$ cat src/rtl/segx_pkg.sv
// Package for the segment intersection block: widths, item structs, result codes.
// No dependencies.
`timescale 1ns / 1ps
package segx_pkg;
  localparam int CW = 16;             // coordinate width
  localparam int DW = CW + 1;         // difference width
  localparam int PW = 2 * DW + 1;     // cross / dot product width
  localparam int QW = CW + 2;         // quotient bits of m*t/d
  localparam int NC = QW;             // divider cells
  localparam int BW = $clog2(QW);     // quotient bit index width

  typedef enum logic [1:0] {
    KIND_NONE    = 2'd0,
    KIND_POINT   = 2'd1,
    KIND_OVERLAP = 2'd2
  } kind_t;

  typedef struct packed {
    logic signed [CW-1:0] a_x;
    logic signed [CW-1:0] a_y;
    logic signed [CW-1:0] b_x;
    logic signed [CW-1:0] b_y;
    logic signed [CW-1:0] c_x;
    logic signed [CW-1:0] c_y;
    logic signed [CW-1:0] d_x;
    logic signed [CW-1:0] d_y;
  } seg_in_t;

  typedef struct packed {
    logic [1:0]           kind;
    logic signed [CW-1:0] point_x;
    logic signed [CW-1:0] point_y;
  } seg_out_t;

  // one axis travelling through the divider chain
  typedef struct packed {
    logic                 neg;
    logic [DW-1:0]        mag;
    logic signed [CW-1:0] base;
    logic [QW-1:0]        q;
    logic [PW:0]          r;
  } axis_t;

  // shared item context in the divider chain
  typedef struct packed {
    logic          vld;
    logic [1:0]    kind;
    logic [PW-1:0] tn;
    logic [PW-1:0] den;
  } ctx_t;
endpackage

$ cat src/rtl/segx_cell.sv
// One divider cell: one quotient bit of floor(mag*tn/den) for both axes.
// Depends on segx_pkg. Chained by the top level.
`timescale 1ns / 1ps
module segx_cell (
  input  logic                  clk,
  input  logic                  rst_n,
  input  logic [segx_pkg::BW-1:0] bit_i,
  input  segx_pkg::ctx_t        ctx_i,
  input  segx_pkg::axis_t       ax_i,
  input  segx_pkg::axis_t       ay_i,
  output segx_pkg::ctx_t        ctx_o,
  output segx_pkg::axis_t       ax_o,
  output segx_pkg::axis_t       ay_o
);
  import segx_pkg::*;

  // r < den and tn <= den, so r*2+tn < 3*den: at most two subtractions
  function automatic axis_t step(axis_t a, ctx_t c, logic [BW-1:0] b);
    logic [PW+1:0] r;
    logic [1:0]    d;
    axis_t         o;
    r = {a.r, 1'b0} + ((b < DW && a.mag[b[$clog2(DW)-1:0]]) ? (PW+2)'(c.tn) : '0);
    d = 2'd0;
    if (r >= (PW+2)'(c.den)) begin
      r = r - (PW+2)'(c.den);
      d = 2'd1;
    end
    if (r >= (PW+2)'(c.den)) begin
      r = r - (PW+2)'(c.den);
      d = 2'd2;
    end
    o   = a;
    o.q = {a.q[QW-2:0], 1'b0} + QW'(d);
    o.r = r[PW:0];
    return o;
  endfunction

  always_ff @(posedge clk) begin
    if (!rst_n) begin
      ctx_o.vld <= 1'b0;
    end else begin
      ctx_o.vld <= ctx_i.vld;
    end
    ctx_o.kind <= ctx_i.kind;
    ctx_o.tn   <= ctx_i.tn;
    ctx_o.den  <= ctx_i.den;
    ax_o       <= step(ax_i, ctx_i, bit_i);
    ay_o       <= step(ay_i, ctx_i, bit_i);
  end
endmodule

$ cat config.mk
export PLATFORM = sky130hd
export DESIGN_NAME = segx_cell
export DESIGN_NICKNAME = d
export VERILOG_FILES = /design/src/rtl/segx_pkg.sv /design/src/rtl/segx_cell.sv
export SDC_FILE = /design/constraint.sdc
export NUM_CORES = 1
export LEC_CHECK = 0
export CAP_MARGIN = 20
export CORE_MARGIN = 5
export CORE_UTILIZATION = 45
export DETAILED_ROUTE_END_ITERATION = 8
export DONT_BUFFER_PORTS = 1
export RECOVER_POWER = 25
export SYNTH_ARGS = -nofsm -noshare
export SYNTH_HDL_FRONTEND = slang
export SYNTH_SLANG_ARGS = --single-unit
$ cat constraint.sdc
create_clock -name clk -period 18.3 [get_ports clk]
set_input_delay 3.66 -clock clk [delete_from_list [all_inputs] [get_ports clk]]
set_output_delay 3.66 -clock clk [all_outputs]
set_load 0.1 [all_outputs]
; ---- Word-level counts from Yosys, hierarchy flattened
; Cells that the tools add are included.
[totals]
register_bits = 249
wordCells = 44
[classes]
add_sub_neg = 8
order_cmp = 6
muxes = 14
reduce_logical = 2
[ops]
columns = operator, n
row1 = greater-or-equal comparator 37 x 35 -> 1 bit, 4
row2 = adder 37 x 35 -> 37 bit, 2
row3 = two-way mux 37 bit, 2
row4 = subtractor 37 x 35 -> 37 bit, 2
row5 = two-way mux 36 bit, 2
row6 = subtractor 36 x 35 -> 36 bit, 2
row7 = two-way mux 35 bit, 2
row8 = adder 18 x 2 -> 18 bit, 2
row9 = binary-select mux 1 bit (select 5 bit), 2
row10 = "less-than comparator 5 x 6 -> 1 bit, second input constant", 1
row11 = "less-than comparator 5 bit, second input constant", 1
row12 = two-way mux 1 bit, 4
row13 = two-way mux 2 bit, 2
row14 = logical AND 1 bit, 2

; ---- Longest topological paths before layout
[depth]
depth_word = 10
depth_mapped = 53
depth_no_buf = 45

; ---- Worst setup path before layout
; Ideal clock, no wire load.
[synth_timing]
kind = input to register
start = input port bit_i[0] in the netlist's numbering
end = register ax_o[53] in the netlist's numbering
setup_ns = 0.118
t_arrival_ns = 14.321
t_required_ns = 18.182
path_slack_ns = 3.861
path_stages = 51
cell_sequence = clkbuf_1 > mux4_2 > mux4_2 > a22oi_1 > clkbuf_1 > nor2b_1 > ha_1 > a21o_1 > o41ai_1 > a211oi_1 > nor2_1 > o31ai_1 > a21o_1 > a21oi_1 > xnor2_1 > ha_1 > and3_1 > clkbuf_1 > (+15 left out) > and3_1 > o21ai_0 > a31o_2 > a221o_1 > nand2_1 > o21a_1 > buf_6 > buf_12 > inv_1 > ha_1 > nand2_1 > nor2_1 > and3_1 > clkbuf_1 > and4_1 > and4_1 > nand3_1 > xnor2_1
[synth_between]
elab_chain_cells = 10
elab_cells_between_ends = 13
[synth_rtl]
columns = item, line
row1 = start: declaration, segx_cell.sv:7  ; input logic [segx_pkg::BW-1:0] bit_i,
row2 = binary-select mux 1 bit (select 5 bit), segx_cell.sv:22  ; r = {a.r, 1'b0} + ((b < DW && a.mag[b[$clog2(DW)-1:0]]) ? (PW+2)'(c.tn) : '0);
row3 = two-way mux 1 bit (not written as such), segx_cell.sv:22
row4 = logical AND 1 bit *, segx_cell.sv:22
row5 = two-way mux 35 bit *, segx_cell.sv:22
row6 = adder 37 x 35 -> 37 bit *, segx_cell.sv:22
row7 = subtractor 37 x 35 -> 37 bit or greater-or-equal comparator 37 x 35 -> 1 bit (tied branches), "segx_cell.sv:25, segx_cell.sv:24"
row8 = two-way mux 37 bit, segx_cell.sv:24  ; if (r >= (PW+2)'(c.den)) begin
row9 = greater-or-equal comparator 37 x 35 -> 1 bit, segx_cell.sv:28  ; if (r >= (PW+2)'(c.den)) begin
row10 = two-way mux 2 bit *, segx_cell.sv:28
row11 = adder 18 x 2 -> 18 bit *, segx_cell.sv:33  ; o.q = {a.q[QW-2:0], 1'b0} + QW'(d);
row12 = end signal: assignment, segx_cell.sv:47  ; ax_o <= step(ax_i, ctx_i, bit_i);
row13 = end: declaration, segx_cell.sv:12  ; output segx_pkg::axis_t ax_o,
; Every way passes the cells marked *; elsewhere a longest branch is shown, timed or not. The select of a mux whose other input is x is not followed.
; A chain may end at the register's enable or synchronous reset.

; ---- Worst setup path in the final report
[layout_timing]
start = input port bit_i[0] in the netlist's numbering
end = register ay_o[47] in the netlist's numbering
[layout_between]
elab_chain_cells = 10
elab_cells_between_ends = 13
[layout_rtl]
columns = item, line
row1 = binary-select mux 1 bit (select 5 bit), segx_cell.sv:22
row2 = two-way mux 1 bit (not written as such), segx_cell.sv:22
row3 = logical AND 1 bit *, segx_cell.sv:22
row4 = two-way mux 35 bit *, segx_cell.sv:22
row5 = adder 37 x 35 -> 37 bit *, segx_cell.sv:22
row6 = subtractor 37 x 35 -> 37 bit or greater-or-equal comparator 37 x 35 -> 1 bit (tied branches), "segx_cell.sv:25, segx_cell.sv:24"
row7 = two-way mux 37 bit, segx_cell.sv:24
row8 = greater-or-equal comparator 37 x 35 -> 1 bit, segx_cell.sv:28
row9 = two-way mux 2 bit *, segx_cell.sv:28
row10 = adder 18 x 2 -> 18 bit *, segx_cell.sv:33
row11 = end signal: assignment, segx_cell.sv:48  ; ay_o <= step(ay_i, ctx_i, bit_i);
row12 = end: declaration, segx_cell.sv:13  ; output segx_pkg::axis_t ay_o
; Marks and branches as above.

==> out/results.txt <==
outcome: finished clean
RePlAce Congestion: 0.935
# fillers: 4035
vias per inst: 5.91
Yosys cell types: 81
CTS root buffer: clkbuf_16
P_int: 0.00181 W
Synth area leader: dfxtp_1
Synth warnings: 0
Cells on Worst Hold Path: 0
Sink Count: 249
DRT iter0 DRCs: 978
Non-Filler Instances: 2693
Rows: 75
Yosys reg bits: 249
worst-margin pin slew: 1.12 ns
total power: 0.00385 W
Post-DP HPWL: 53100 microns
crit path DAT: 15.98 ns
ys flop type: dfxtp_1
Synth Instances: 2142
die height: 215 microns
Max Transition Viols Final: 0
initial antenna violation count: 0
Leak: 9.05 nW
CORE AREA: 0.0417 sq mm
PD cells: 190 mW/mm^2
commonest non-fill, non-tap cell in the layout: dfxtp_1
cell seen most often among critical-path stages: ha_1
Placed Cells: 2647
Hold WS: 3.13 ns
area of the multi-input gates: 0.0133 sq mm
Synth Net Count: 2616
first-pass GRT wire length: 91300 microns
clock network power share: 14.3%
peak supply drop: 0.000100 V
Die W: 215 microns
# H-tree levels: 1
Net Sw Power: 0.00204 W
GRT overflow: 0
share of cells above drive strength 1: 8.54%
Sequential Power Share: 39.8%
die area: 0.0461 sq mm
IO buf count: 0
slew margin rel.: 25.5%
register area share after synthesis: 26.4%
post-CTS setup buffers: 0
WS Path Type: primary input to register
switch share: 53.1%
Worst Hold End: ctx_o[30]$_DFF_P_
mean routed wirelength per cell: 23.0 microns
Diodes inserted: 0
RSZ-0062 raised after global routing: no
register area: 0.00498 sq mm
# nets final: 2610
Max Clock Freq: 64.3 MHz
Detailed Routing Iterations Pass 1: 5
PostCTS Resize Cnt: 0
maximum capacitance violations: 0
Starting Density: 45.2%
final setup fails: 0
Longest Clk Path Bufs: 3
number of flops mapped to enable cells by yosys: 0
final hold vios: 0
Syn Area/Cell: 8.80 sq um
area delta synth->final: 7.46%
drc violations: 0
share of the synthesized area in the top cell type: 26.4%
Reg clk slew, reported paths: 0.06 ns
post-route setup TNS: 0 ns
CP max FO: 37
vias in the first global route: 15.7k
max incr delay on CP: 0.78 ns
logic gate share of total power: 45.9%
minimum clock period after layout: 15.55 ns
slowest CP cell: nand4b_1
Async SR Flop Fraction: 0%
Tot GR Track Use: 25.2%
Top Ports: 505
Routed WL: 61900 microns
Worst Path Required: 18.72 ns
Setup crit end kind: register
most used cells in the layout excluding fill and tap cells: dfxtp_1 (249), ha_1 (212), a21oi_1 (197)
Synth area leaders: dfxtp_1 (26%), ha_1 (14%), xnor2_1 (6.3%), a21oi_1 (5.2%), a21o_1 (4.1%)
via count: 15.9k
CTS tree: done
period utilization: 85.0%
Hold Buf Count CTS: 0
hold path startpoint: ctx_i[30]
Hold/Removal Path Class: primary input to register
fin util: 48.6%
DRT antenna net count: 0
CP startpoint kind: primary input
largest net degree at the start of global routing: 44
CTS Buf Count: 26
Synth Cell Area: 0.0188 sq mm
Yosys cell counts, types with 68 or more instances:
cell / number
a21o_1: 104
a21oi_1: 197
dfxtp_1: 249
ha_1: 212
inv_1: 86
mux2_2: 68
nand2_1: 133
nor2_1: 115
nor2b_1: 98
o21ai_0: 128
xnor2_1: 136
xor2_1: 75
worst max-delay path: cells and delay by family:
| kind | cells | cell delay (ns) |
|---|---|---|
| AND/OR/NAND/NOR | 9 | 2.38 |
| buffers and inverters | 5 | 1.57 |
| XOR/XNOR | 2 | 0.51 |
| multiplexers | 3 | 1.26 |
| AO/OA/AOI/OAI | 19 | 5.08 |
| adder cells (fa/ha/maj) | 5 | 1.48 |
power groups by stage:
stage                     clock (W)  combinational, W  sequential, W
after floorplan                   0           0.00138        0.00151
after global placement            0           0.00174        0.00155
after detailed placement          0           0.00175        0.00155
after CTS                  0.000565           0.00177        0.00154
after global routing       0.000595           0.00194        0.00154
final                      0.000550           0.00177        0.00153
worst max-delay path by stage:
| stage | start | to | slack [ns] | depth (start not counted) |
|---|---|---|---|---|
| 2_1_floorplan | bit_i[0] | ax_o[53]$_DFF_P_ | 3.86 | 51 |
| 3_3_place_gp | bit_i[0] | ay_o[47]$_DFF_P_ | 2.35 | 43 |
| 3_5_place_dp | bit_i[0] | ay_o[47]$_DFF_P_ | 2.20 | 43 |
| 4_1_cts | bit_i[0] | ay_o[47]$_DFF_P_ | 2.78 | 43 |
| 5_1_grt | bit_i[0] | ay_o[53]$_DFF_P_ | 1.93 | 44 |
| 6_report | bit_i[0] | ay_o[47]$_DFF_P_ | 2.75 | 43 |
state kept, by name, indices dropped and copies added (netlist names):
signal / count
ax_o: 88
ay_o: 88
ctx_o: 73
final cells by class:
cell class / instances / share of cell area [%]
tap: 539 / 3.33
timing repair buffer: 10 / 0.371
inverter: 86 / 1.59
clock inverter: 11 / 0.834
sequential: 249 / 24.6
clock buffer: 35 / 3.58
multi-input combinational: 1763 / 65.7
routing by layer:
metal | GRT usage [%] | share of wire, % | vias up
met5 | 0 | 0 | -
li1 | - | - | 7814
met3 | 6.41 | 7.8 | 58
met4 | 5.99 | 2.3 | 0
met1 | 30.9 | 42 | 7456
met2 | 44.6 | 48 | 592
stage by stage:
step,setup slack [ns],cell area [sq um]
after floorplan,3.86,18800
after global routing,1.93,20300
final,2.75,20300
after CTS,2.78,20300
after global placement,2.35,19400
after detailed placement,2.20,19400
cell families (layout without fill, tap and decap cells):
| group | after synthesis | count (layout) | synth area share [%] |
|---|---|---|---|
| compound gates | 653 | 653 | 22.5 |
| mux | 115 | 115 | 7.94 |
| xor+xnor | 212 | 212 | 9.89 |
| buf+inv | 130 | 142 | 3.04 |
| flops | 249 | 249 | 26.4 |
| simple gates | 565 | 565 | 15.4 |
| fa+ha+maj | 218 | 218 | 14.7 |
Note: power is estimated with default switching activity, not from simulation.
