===== config.mk =====
export PLATFORM = sky130hd
export DESIGN_NAME = segx_back
export DESIGN_NICKNAME = d
export VERILOG_FILES = /design/src/rtl/segx_pkg.sv /design/src/rtl/segx_back.sv
export SDC_FILE = /design/constraint.sdc
export NUM_CORES = 1
export LEC_CHECK = 0
export ABC_AREA = 1
export BUFFER_PORTS_ARGS = -buffer_cell sky130_fd_sc_hd__buf_2
export CORE_ASPECT_RATIO = 0.75
export CORE_MARGIN = 1
export CORE_UTILIZATION = 45
export DETAILED_ROUTE_END_ITERATION = 7
export PLACE_DENSITY = 0.78
export SLEW_MARGIN = 20
export SYNTH_ARGS = -nofsm -noshare
export SYNTH_HDL_FRONTEND = slang
export SYNTH_SLANG_ARGS = --single-unit

===== constraint.sdc =====
create_clock -name clk -period 3.7 [get_ports clk]
set_input_delay 0.74 -clock clk [delete_from_list [all_inputs] [get_ports clk]]
set_output_delay 0.74 -clock clk [all_outputs]
set_load 0.05 [all_outputs]

===== src/rtl/segx_pkg.sv =====
// Package for the segment intersection block: widths, item structs, result codes.
// No dependencies.
`timescale 1ns / 1ps
package segx_pkg;
  localparam int CW = 16;             // coordinate width
  localparam int DW = CW + 1;         // difference width
  localparam int PW = 2 * DW + 1;     // cross / dot product width
  localparam int QW = CW + 2;         // quotient bits of m*t/d
  localparam int NC = QW;             // divider cells
  localparam int BW = $clog2(QW);     // quotient bit index width

  typedef enum logic [1:0] {
    KIND_NONE    = 2'd0,
    KIND_POINT   = 2'd1,
    KIND_OVERLAP = 2'd2
  } kind_t;

  typedef struct packed {
    logic signed [CW-1:0] a_x;
    logic signed [CW-1:0] a_y;
    logic signed [CW-1:0] b_x;
    logic signed [CW-1:0] b_y;
    logic signed [CW-1:0] c_x;
    logic signed [CW-1:0] c_y;
    logic signed [CW-1:0] d_x;
    logic signed [CW-1:0] d_y;
  } seg_in_t;

  typedef struct packed {
    logic [1:0]           kind;
    logic signed [CW-1:0] point_x;
    logic signed [CW-1:0] point_y;
  } seg_out_t;

  // one axis travelling through the divider chain
  typedef struct packed {
    logic                 neg;
    logic [DW-1:0]        mag;
    logic signed [CW-1:0] base;
    logic [QW-1:0]        q;
    logic [PW:0]          r;
  } axis_t;

  // shared item context in the divider chain
  typedef struct packed {
    logic          vld;
    logic [1:0]    kind;
    logic [PW-1:0] tn;
    logic [PW-1:0] den;
  } ctx_t;
endpackage


===== src/rtl/segx_back.sv =====
// Back end: truncation toward zero and result register.
// Depends on segx_pkg.
`timescale 1ns / 1ps
module segx_back (
  input  logic              clk,
  input  logic              rst_n,
  input  segx_pkg::ctx_t    ctx_i,
  input  segx_pkg::axis_t   ax_i,
  input  segx_pkg::axis_t   ay_i,
  output logic              vld_o,
  output segx_pkg::seg_out_t res_o
);
  import segx_pkg::*;

  function automatic logic [CW-1:0] fin(axis_t a);
    logic signed [QW+1:0] base;
    base = a.neg ? QW'(0) + (QW+2)'(signed'(a.base)) - (QW+2)'(a.q)
                 : (QW+2)'(signed'(a.base)) + (QW+2)'(a.q);
    if (a.r != '0 && base != '0) begin
      if (base > 0 && a.neg) base = base - 1'b1;
      else if (base < 0 && !a.neg) base = base + 1'b1;
    end
    return base[CW-1:0];
  endfunction

  always_ff @(posedge clk) begin
    if (!rst_n) begin
      vld_o <= 1'b0;
    end else begin
      vld_o <= ctx_i.vld;
    end
    res_o.kind    <= ctx_i.kind;
    res_o.point_x <= (ctx_i.kind == KIND_POINT) ? fin(ax_i) : '0;
    res_o.point_y <= (ctx_i.kind == KIND_POINT) ? fin(ay_i) : '0;
  end
endmodule


# Yosys cells after proc, flatten, opt, wreduce, memory -nomap -nowiden

Cells that the tools add are included.

Register bits after elaboration: 35
Output and inout bits: 35
Logic and storage cells: 37

Add/subtract/negate cells: 8
Order comparisons: 4
Equality and inequality tests: 1
Multiplexer cells: 8
Reductions and logical operators: 12

Operators by type and width:

| cell                                                                           | number |
|---|---|
| 16-bit 2-to-1 mux                                                              | 6 |
| 36-bit nonzero test                                                            | 2 |
| 16-bit by 19-bit adder with 20-bit output                                      | 2 |
| 20-bit by 1-bit > comparator with 1-bit output (second input constant)         | 2 |
| 20-bit by 1-bit less-than comparator with 1-bit output (second input constant) | 2 |
| 20-bit 2-to-1 mux                                                              | 2 |
| 20-bit nonzero test                                                            | 2 |
| 16-bit by 19-bit subtractor with 20-bit output                                 | 2 |
| 16-bit by 1-bit adder with 16-bit output (second input constant)               | 2 |
| 16-bit by 1-bit subtractor with 16-bit output (second input constant)          | 2 |
| 1-bit logical AND                                                              | 6 |
| 2-bit by 1-bit equality test with 1-bit output (second input constant)         | 1 |
| 1-bit zero test                                                                | 2 |

# Logic depth before layout (Yosys ltp)

Gate-level depths: netlist of the first run.

Depth in word-level cells: 7
Mapped depth: 32

# Least setup slack after synthesis of the first run

No wires, ideal clock.

Path type: input-to-reg
Start point: in ay_i[36] (netlist name)
End point: reg res_o[10] (netlist name)
Library setup time: 109 ps
Arrival: 3671 ps
Data required time: 3591 ps
Setup slack: -80 ps
Cell stages on the path: 26
Path buffers: 0
Path through: inv_1 > ha_1 > nand2_1 > nor3_1 > nand2_1 > or3_1 > nand2_1 > xor2_1 > ha_1 > nand2_1 > nor2_1 > inv_1 > nor2_1 > nand3_1 > nand3_1 > inv_1 > nand2_1 > nand3_1 > nor3_2 > nand2_1 > nand2_1 > nand2_1 > nand2_1 > nand3_1 > nand2_1 > inv_1

Word-level cells in the longest chain between the ends: 7
Elaborated cells between the ends (all ways): 14
Those cells by class: 4 x add/sub; 2 x order compare; 4 x mux; 4 x reduce/logical

RTL lines:

| item                                                                                                        | RTL line                         | source |
|---|---|---|
| from (decl)                                                                                                 | segx_back.sv:9                   | `input segx_pkg::axis_t ay_i,` |
| 16-bit by 19-bit adder with 20-bit output or 16-bit by 19-bit subtractor with 20-bit output (tied branches) | segx_back.sv:18, segx_back.sv:17 |  |
| 20-bit 2-to-1 mux (*)                                                                                       | segx_back.sv:17                  | `base = a.neg ? QW'(0) + (QW+2)'(signed'(a.base)) - (QW+2)'(a.q)` |
| 20-bit by 1-bit less-than comparator with 1-bit output                                                      | segx_back.sv:21                  | `else if (base < 0 && !a.neg) base = base + 1'b1;` |
| 1-bit logical AND                                                                                           | segx_back.sv:21                  |  |
| 16-bit 2-to-1 mux                                                                                           | segx_back.sv:21                  |  |
| 16-bit 2-to-1 mux                                                                                           | segx_back.sv:20                  | `if (base > 0 && a.neg) base = base - 1'b1;` |
| 16-bit 2-to-1 mux (*)                                                                                       | segx_back.sv:19                  | `if (a.r != '0 && base != '0) begin` |
| to (decl)                                                                                                   | segx_back.sv:11                  | `output segx_pkg::seg_out_t res_o` |

Every way passes the cells marked *; elsewhere a longest branch is shown, timed or not.
A chain may end at the register's enable or synchronous reset.

# Worst setup path after layout of the first run

Start point: in ay_i[39] (netlist name)
End point: reg res_o[5] (netlist name)

Same word-level chain as after synthesis.

==> results of run 1 <==
==> synth_stat cells, drive strengths merged <==
master | instances | share of area (%)
o21bai | 2 | 0.21
o41ai | 1 | 0.12
or3 | 1 | 0.088
nand3 | 132 | 9.5
o21ai | 44 | 3.2
nor3 | 22 | 1.8
a31oi | 2 | 0.18
and2 | 1 | 0.088
nand3b | 7 | 0.79
dlygate4sd3 | 2 | 0.28
clkbuf | 4 | 0.21
a22oi | 4 | 0.42
inv | 215 | 11
xnor2 | 11 | 1.5
nor2 | 157 | 9.0
nand2 | 468 | 26
and3 | 1 | 0.088
nor4 | 22 | 1.9
o31ai | 1 | 0.11
ha | 48 | 8.4
clkinv | 2 | 0.11
a21oi | 65 | 4.8
buf | 11 | 1.3
dfxtp | 35 | 9.8
or2 | 3 | 0.26
nand4 | 18 | 1.6
a21o | 1 | 0.11
o21a | 1 | 0.11
o211ai | 4 | 0.42
fa | 2 | 0.56
xor2 | 47 | 5.9
==> sequential cells by signal (all words and copies together) (netlist names) <==
| name | cells |
|---|---|
| res_o | 34 |
| vld_o | 1 |
==> layer usage <==
| metal | share of wire [%] | vias to the layer above | GRT usage [%] | wire length, um |
|---|---|---|---|---|
| met3 | 9.5 | 62 | 2.10 | 2600 |
| met2 | 45 | 574 | 46.5 | 12400 |
| met1 | 43 | 4586 | 42.9 | 11900 |
| li1 | - | 5103 | - | - |
| met5 | 0 | - | 0 | 0 |
| met4 | 1.8 | 0 | 3.78 | 503 |
==> worst max-delay path by stage <==
stage	from	endpoint	slack (ns)	cells past startpoint
global route	ay_i[39]	res_o[5]$_SDFF_PP0_	-0.27	26
global placement	ay_i[37]	res_o[12]$_SDFF_PP0_	-0.43	27
CTS	ay_i[36]	res_o[12]$_SDFF_PP0_	0.0003	27
detailed placement	ay_i[36]	res_o[12]$_SDFF_PP0_	-0.52	28
finish	ay_i[39]	res_o[5]$_SDFF_PP0_	-0.09	26
floorplan	ay_i[37]	res_o[3]$_SDFF_PP0_	0.0001	25
==> final cells by class <==
cell class / instances / share of cell area, %
Clock buffer: 5 / 1.07
Clock inverter: 3 / 0.376
Inverter: 217 / 7.38
Multi-Input combinational cell: 1066 / 56.9
Sequential cell: 35 / 6.01
Tap cell: 205 / 2.20
Timing Repair Buffer: 441 / 26.0
Timing Repair inverter: 2 / 0.118
==> critical path, cell delays in order <==
cell and delay (ns):
buf_8 0.10, nor2_4 0.13, nand2_4 0.09, nor3_4 0.19, nand2_2 0.10, or3_4 0.42, nand2_4 0.10, xor2_4 0.17
ha_4 0.25, nand2_4 0.09, inv_2 0.04, nand2_2 0.07, a21oi_2 0.07, nor2_2 0.12, nand3_2 0.13, inv_2 0.10
nand2_4 0.07, nand2_4 0.07, inv_4 0.05, nor2_4 0.10, nand3_4 0.17, nand2_4 0.18, buf_6 0.15, a21oi_1 0.08
nand2_1 0.11, inv_1 0.04
==> what timing repair did <==
| item | in CTS | in global routing |
|---|---|---|
| hold buffers | 0 | 0 |
| setup buffers | 12 | 20 |
| endpoints found under the setup margin | 32 | 32 |
| pin swaps | 44 | 127 |
| cloned | 4 | 1 |
| resized for setup | 91 | 252 |
| endpoints found under the hold margin | 0 | 0 |
==> kinds of logic after synthesis <==
group / share of synthesized area (%)
xor+xnor: 7.34
compound gates: 9.70
buf+inv: 13.3
flops: 9.84
fa+ha+maj: 8.99
simple gates: 50.8
==> power by group through the flow <==
stage | clock, mW | sequential [mW] | combinational (mW)
2_1_floorplan | 0 | 0.572 | 1.26
3_3_place_gp | 0 | 0.433 | 2.30
3_5_place_dp | 0 | 0.434 | 2.35
4_1_cts | 0.487 | 0.426 | 2.45
5_1_grt | 0.507 | 0.428 | 3.09
6_report | 0.481 | 0.424 | 2.86
==> cell usage in the layout (no fill, tap or decap), types with 4 or more instances in the layout <==
cell type,Yosys,layout
inv_1,204,182
nand3_2,3,15
nand3b_1,6,6
nor3_4,0,5
a21oi_1,62,26
xnor2_1,10,10
nor2_1,145,99
nor2_4,4,17
a21oi_2,2,33
ha_4,0,14
nand3_1,129,113
inv_4,1,6
nand2_4,3,20
inv_2,10,23
o21ai_0,31,20
nand2_1,444,374
o21ai_2,2,7
nand3_4,0,4
buf_6,5,24
nor3_1,18,9
o21ai_1,11,16
clkbuf_16,0,5
dfxtp_1,35,35
nor3_2,4,8
o211ai_1,4,4
buf_2,1,173
xor2_1,46,44
nand4_1,18,18
ha_1,48,32
nor4_1,22,21
nor2_2,8,41
nand2_2,21,72
buf_4,4,237
a21oi_4,1,6
==> flow_summary.json, run 1 <==
{
  "nFillCells": 1110,
  "cap_violations": 0,
  "seqCellArea_um2": 701,
  "criticalPathCategory": "primary input to flip-flop",
  "syn-mean-instance-area_um2": 5.34,
  "crit_path_end_kind": "flip-flop",
  "worst_pin_slew_ns": 0.583,
  "hold_path_class": "primary input to flip-flop",
  "leakagePower_nw": 6.39,
  "required_ns": 3.87,
  "cts_max_level": 2,
  "period_minus_slack_ns": 3.79,
  "setup_viol": 23,
  "clock_sinks": 35,
  "start_util_pct": 46.5,
  "grt_pass1_vias": 8583,
  "vias": 10300,
  "arrival_ns": 3.96,
  "ir_worst_vdd_mv": 0.218,
  "cp_max_fo": 6,
  "final_cells": 1974,
  "cts_made_buffers": 5,
  "placement.cell_area_um2": 9910,
  "vias_per_cell": 5.23,
  "cts_tree": "yes",
  "grt_max_degree": 21,
  "io_buffer_count": 181,
  "period_share_pct": 102,
  "clkPwrFrac_pct": 12.8,
  "die_x_um": 147,
  "floorplan.die.height_um": 111,
  "n_antenna_cell": 0,
  "violations": "setup timing",
  "pwr-share-seq_pct": 11.3,
  "internal_power_mw": 1.92,
  "wl_mm": 27.4,
  "grt_overflow": 0,
  "placed_cells": 1929,
  "swShare_pct": 49.0,
  "clk_pin_slew_ns": 0.05,
  "total_power_mw": 3.77,
  "fin_ws_ns": -0.0879,
  "max_slew_margin_pct": 61.1,
  "first_iter_violations": 1090,
  "multiInputGateArea_um2": 6630,
  "rows": 39,
  "p_switching_mw": 1.84,
  "holdPathEnd": "res_o[33]$_DFF_P_",
  "min_from": "ctx_i[71]",
  "p_per_area_nw_per_um2": 323,
  "dpl.hpwl_mm": 19.6,
  "ys_types": 49,
  "dr.pass1.iters": 6,
  "cts-root-buf": "clkbuf_16",
  "cts_buffer_depth": 2,
  "hold-worst-slack_ns": 0.581,
  "routedWlPerCell_um": 13.9,
  "final_nets": 2069,
  "post-route-util_pct": 76.1,
  "start_kind": "primary input",
  "whs_path_depth": 1,
  "final-hold-violation-count": 0,
  "place_ws_ns": -0.520,
  "drc_errors": 0,
  "drive_above_1_share_pct": 42.3,
  "status": "finished with violations",
  "grt_use_total_pct": 29.0,
  "final_max_slew_viol_count": 0,
  "rsz0062_at_grt": "true",
  "gp_congestion": 0.971,
  "comb_power_share_pct": 76.0,
  "syn_nets": 1635,
  "synth_cells": 1334,
  "pin_count": 286,
  "die_area_um2": 16300,
  "synthToLayoutAreaGrowth_pct": 63.7,
  "core-area_um2": 15300,
  "final_area_um2": 11700,
  "ant_nets": 0,
  "clock.fmax_mhz": 264,
  "antenna_found_initial": 0,
  "syn_area_um2": 7120,
  "ys_seq_area_share_pct": 9.84,
  "grt_pass1_wl_mm": 39.2,
  "yosys_warnings": 0,
  "ys_seq_elements": 35,
  "setup_tns_ns": -0.894
}
Power figures use the tool's default switching activity.
==> inputs of run 2 (changes only) <==
- MAX_ROUTING_LAYER: default -> met4
- SLEW_MARGIN: 20 -> 10
==> flow_summary.json, run 2 (synthesis gave the netlist of run 1 again) <==
{
  "multiInputGateArea_um2": 6270,
  "first_iter_violations": 1123,
  "n_antenna_cell": 0,
  "wl_mm": 25.8,
  "crit_path_end_kind": "flip-flop",
  "clock.fmax_mhz": 258,
  "start_kind": "primary input",
  "final-hold-violation-count": 0,
  "critPathSlowestCell": "or3_4",
  "cp_top_family": "simple AND/OR/NAND/NOR gates",
  "crit_buf_inv": 4,
  "arrival_ns": 4.00,
  "clock_sinks": 35,
  "cp_max_fo": 6,
  "cp_cell_sequence": "buf_4 -> nor2_4 -> nand2_4 -> nor3_4 -> nand2_2 -> or3_4 -> o31ai_2 -> ha_1 -> a21oi_1 -> nand2_1 -> nor2_1 -> nand3_2 -> inv_2 -> nand2_2 -> nand2_1 -> inv_2 -> nor2_4 -> nand3_4 -> nand2_4 -> buf_6 -> nand2_2 -> nand3_2 -> a21oi_2",
  "routedWlPerCell_um": 13.2,
  "ir_worst_vdd_mv": 0.179,
  "layout_common_cells": "nand2_1, buf_4, inv_1, buf_2, nor2_1",
  "max_stage_delay_ns": 0.41,
  "grt_max_degree": 25,
  "criticalPathCategory": "primary input to flip-flop",
  "dpl.hpwl_mm": 19.7,
  "dr.pass1.iters": 7,
  "gp_congestion": 0.966,
  "drive_above_1_share_pct": 37.5,
  "hold_path_class": "primary input to flip-flop",
  "top_register": "res_o",
  "seqCellArea_um2": 701,
  "cts_buffer_depth": 2,
  "grt_pass1_wl_mm": 38.6,
  "io_buffer_count": 181,
  "antenna_found_initial": 0,
  "worst_pin_slew_ns": 0.585,
  "cts_made_buffers": 5,
  "final_max_slew_viol_count": 0,
  "cts_max_level": 2,
  "rows": 39,
  "fin_ws_ns": -0.169,
  "period_minus_slack_ns": 3.87,
  "crit_top_cell": "nand2_2",
  "rsz0062_at_grt": "true",
  "final_common_cell": "nand2_1",
  "final_nets": 2056,
  "floorplan.die.height_um": 111,
  "violations": "setup timing",
  "required_ns": 3.84,
  "reg_top3": "res_o (34), vld_o (1)",
  "die_area_um2": 16300,
  "setup_viol": 32,
  "cts-root-buf": "clkbuf_16",
  "grt_pass1_vias": 8353,
  "setup_tns_ns": -3.32,
  "clk_pin_slew_ns": 0.05,
  "largest_reg_flops": 34,
  "status": "finished with violations",
  "nFillCells": 1217,
  "grt_use_total_pct": 29.0,
  "cts_tree": "yes",
  "hold-worst-slack_ns": 0.578,
  "leakagePower_nw": 6.27,
  "drc_errors": 0,
  "p_per_area_nw_per_um2": 323,
  "grt_overflow": 0,
  "pin_count": 286,
  "start_util_pct": 46.5,
  "max_slew_margin_pct": 61.0,
  "cap_violations": 0,
  "ant_nets": 0,
  "vias": 10000,
  "synthToLayoutAreaGrowth_pct": 56.4,
  "die_x_um": 147,
  "core-area_um2": 15300,
  "period_share_pct": 105,
  "post-route-util_pct": 72.7,
  "vias_per_cell": 5.12
}
-- run 2: cell types whose count changed in the layout (fill, tap and decap cells not counted), sizes merged --
cell	delta
nand2	-1
inv	-1
clkbuf	-1
clkinv	-1
buf	-9
-- run 2: power by group --
part	leakage [nW]	internal, mW	switching [mW]
registers	0.288	0.416	0.00862
clock network	0.0838	0.317	0.163
logic	5.90	1.12	1.58
-- run 2: what timing repair did --
item	in CTS	in global routing
pin swaps	34	77
setup buffers	10	12
hold endpoints to repair	0	0
setup endpoints to repair	32	32
hold buffers	0	0
resized for setup	55	166
cloned	0	1
-- run 2: routing by layer --
metal	GRT usage [%]	vias to the layer above	wire length (um)
met5	-	-	0
met4	3.64	0	514
met3	3.17	78	2320
met2	43.5	561	11000
met1	42.6	4328	12000
li1	-	5067	-
-- run 2: final cells by class --
type                            count  area share (%)
Timing Repair Buffer              431            26.0
Clock inverter                      3           0.393
Sequential cell                    35            6.29
Multi-Input combinational cell   1065            56.3
Inverter                          217            7.61
Tap cell                          205            2.30
Clock buffer                        5            1.12
-- run 2: final timing paths --
kind / startpoint / depth (start not counted) / endpoint
worst min-delay path: ctx_i[71] / 1 / res_o[33]$_DFF_P_
worst max-delay path: ay_i[39] / 23 / res_o[4]$_SDFF_PP0_
-- run 2: through the flow --
| step | worst slack (ns) | total power, mW | area (um^2) | instances |
|---|---|---|---|---|
| 3_3_place_gp | -0.422 | 2.74 | 9920 | 1930 |
| 3_5_place_dp | -0.552 | 2.79 | 9920 | 1930 |
| 4_1_cts | -0.000409 | 3.35 | 10400 | 1948 |
| 5_1_grt | -0.313 | 3.87 | 11100 | 1961 |
| 2_1_floorplan | 0.000113 | 1.83 | 7170 | 1334 |
| 6_report | -0.169 | 3.60 | 11100 | 1961 |
==> inputs of run 3 (changes only) <==
==> constraint.sdc (replaced) <==
create_clock -name clk -period 3.7 [get_ports clk]
set_input_delay 0.37 -clock clk [delete_from_list [all_inputs] [get_ports clk]]
set_output_delay 0.37 -clock clk [all_outputs]
set_load 0.05 [all_outputs]
==> flow_summary.json, run 3 (synthesis gave the netlist of run 1 again) <==
{
  "status": "completed",
  "cts_hold_buf": 0,
  "worst_pin_slew_ns": 0.558,
  "cap_violations": 0,
  "die_area_um2": 16300,
  "cts-root-buf": "clkbuf_16",
  "clock.fmax_mhz": 279,
  "max_slew_margin_pct": 62.8,
  "fin_ws_ns": 0.121,
  "clk_pin_slew_ns": 0.06,
  "core-area_um2": 15300,
  "pin_count": 286,
  "cts_buffer_depth": 2,
  "final_nets": 1934,
  "cp_max_fo": 5,
  "ant_nets": 0,
  "hold_path_class": "primary input to flip-flop",
  "criticalPathCategory": "primary input to flip-flop",
  "clock_sinks": 35,
  "gp_congestion": 0.992,
  "hold-worst-slack_ns": 0.202,
  "grt_pass1_wl_mm": 37.3,
  "whs_path_depth": 1,
  "largest_reg_flops": 34,
  "cp_num_cells": 25,
  "grt_pass1_vias": 8012,
  "vias_per_cell": 5.17,
  "synthToLayoutAreaGrowth_pct": 36.9,
  "cts_made_buffers": 5,
  "grt_use_total_pct": 28.6,
  "floorplan.die.height_um": 111,
  "drive_above_1_share_pct": 28.7,
  "dr.pass1.iters": 6,
  "top_register": "res_o",
  "wl_mm": 24.0,
  "dpl.hpwl_mm": 19.5,
  "routedWlPerCell_um": 13.0,
  "setup_viol": 0,
  "rows": 39,
  "reg_top3": "res_o (34), vld_o (1)",
  "p_per_area_nw_per_um2": 320,
  "start_kind": "primary input",
  "crit_path_end_kind": "flip-flop",
  "final_common_cell": "nand2_1",
  "vias": 9501,
  "leakagePower_nw": 5.53,
  "arrival_ns": 3.77,
  "grt_max_degree": 25,
  "multiInputGateArea_um2": 5880,
  "final-hold-violation-count": 0,
  "required_ns": 3.89,
  "n_antenna_cell": 0,
  "cp_top_family": "simple AND/OR/NAND/NOR gates",
  "place_ws_ns": -0.209,
  "die_x_um": 147,
  "ir_worst_vdd_mv": 0.183,
  "start_util_pct": 46.5,
  "first_iter_violations": 797,
  "antenna_found_initial": 0,
  "period_share_pct": 96.7,
  "cts_tree": "yes",
  "io_buffer_count": 181,
  "max_stage_delay_ns": 0.40,
  "seqCellArea_um2": 701,
  "cts_max_level": 2,
  "grt_overflow": 0,
  "drc_errors": 0,
  "crit_buf_inv": 6,
  "critPathSlowestCell": "or3_4",
  "nFillCells": 1436,
  "final_max_slew_viol_count": 0,
  "crit_top_cell": "nand2_2",
  "total_power_mw": 3.12,
  "layout_common_cells": "nand2_1, inv_1, buf_2, nor2_1, nand3_1",
  "period_minus_slack_ns": 3.58
}
[run 3: cell count changes in the layout (fill, tap and decap cells not counted), moves of 9 or more]
cell / before / now
nand2_1: 398 / 423
buf_6: 13 / 3
a21oi_2: 24 / 15
a21oi_1: 37 / 49
nand2_2: 53 / 38
nand2_4: 17 / 6
buf_4: 235 / 119
[run 3: area by class of cell]
| class | count | share of cell area (%) |
|---|---|---|
| Multi-Input combinational cell | 1065 | 60.3 |
| Timing Repair Buffer | 307 | 19.6 |
| Inverter | 217 | 8.55 |
| Sequential cell | 35 | 7.19 |
| Tap cell | 205 | 2.63 |
| Clock buffer | 5 | 1.28 |
| Clock inverter | 3 | 0.244 |
| Timing Repair inverter | 2 | 0.205 |
[run 3: routing by layer]
layer / global-route usage, % / share of wire, % / vias to the layer above
met5: - / 0 / -
met4: 3.64 / 0.96 / 0
met3: 2.51 / 8.5 / 22
met2: 42.3 / 42 / 436
met1: 42.8 / 48 / 4212
li1: - / - / 4831
[run 3: final timing paths]
kind  startpoint                  end
min    ctx_i[70]    res_o[32]$_DFF_P_
max     ay_i[37]  res_o[8]$_SDFF_PP0_
[run 3: report_power, final]
| part | switching [mW] | internal (mW) | leakage (nW) |
|---|---|---|---|
| Sequential | 0.0143 | 0.416 | 0.288 |
| Clock | 0.180 | 0.252 | 0.0664 |
| Combinational | 1.41 | 0.849 | 5.17 |
| Total | 1.60 | 1.52 | 5.53 |
[run 3: through the flow]
step | utilization [%] | instance area (um^2) | cells | TNS, ns
after detailed placement | 59.2 | 9070 | 1820 | -3.46
after global routing | 63.6 | 9750 | 1839 | -0.657
after CTS | 60.2 | 9220 | 1828 | 0
after floorplan | - | 7120 | 1334 | 0
after global placement | 59.2 | 9070 | 1820 | -1.39
final | 63.6 | 9750 | 1839 | 0
[run 3: what timing repair did]
item	in CTS	in global routing
gates resized for setup	0	115
buffers inserted	0	10
endpoints found under the setup margin	0	32
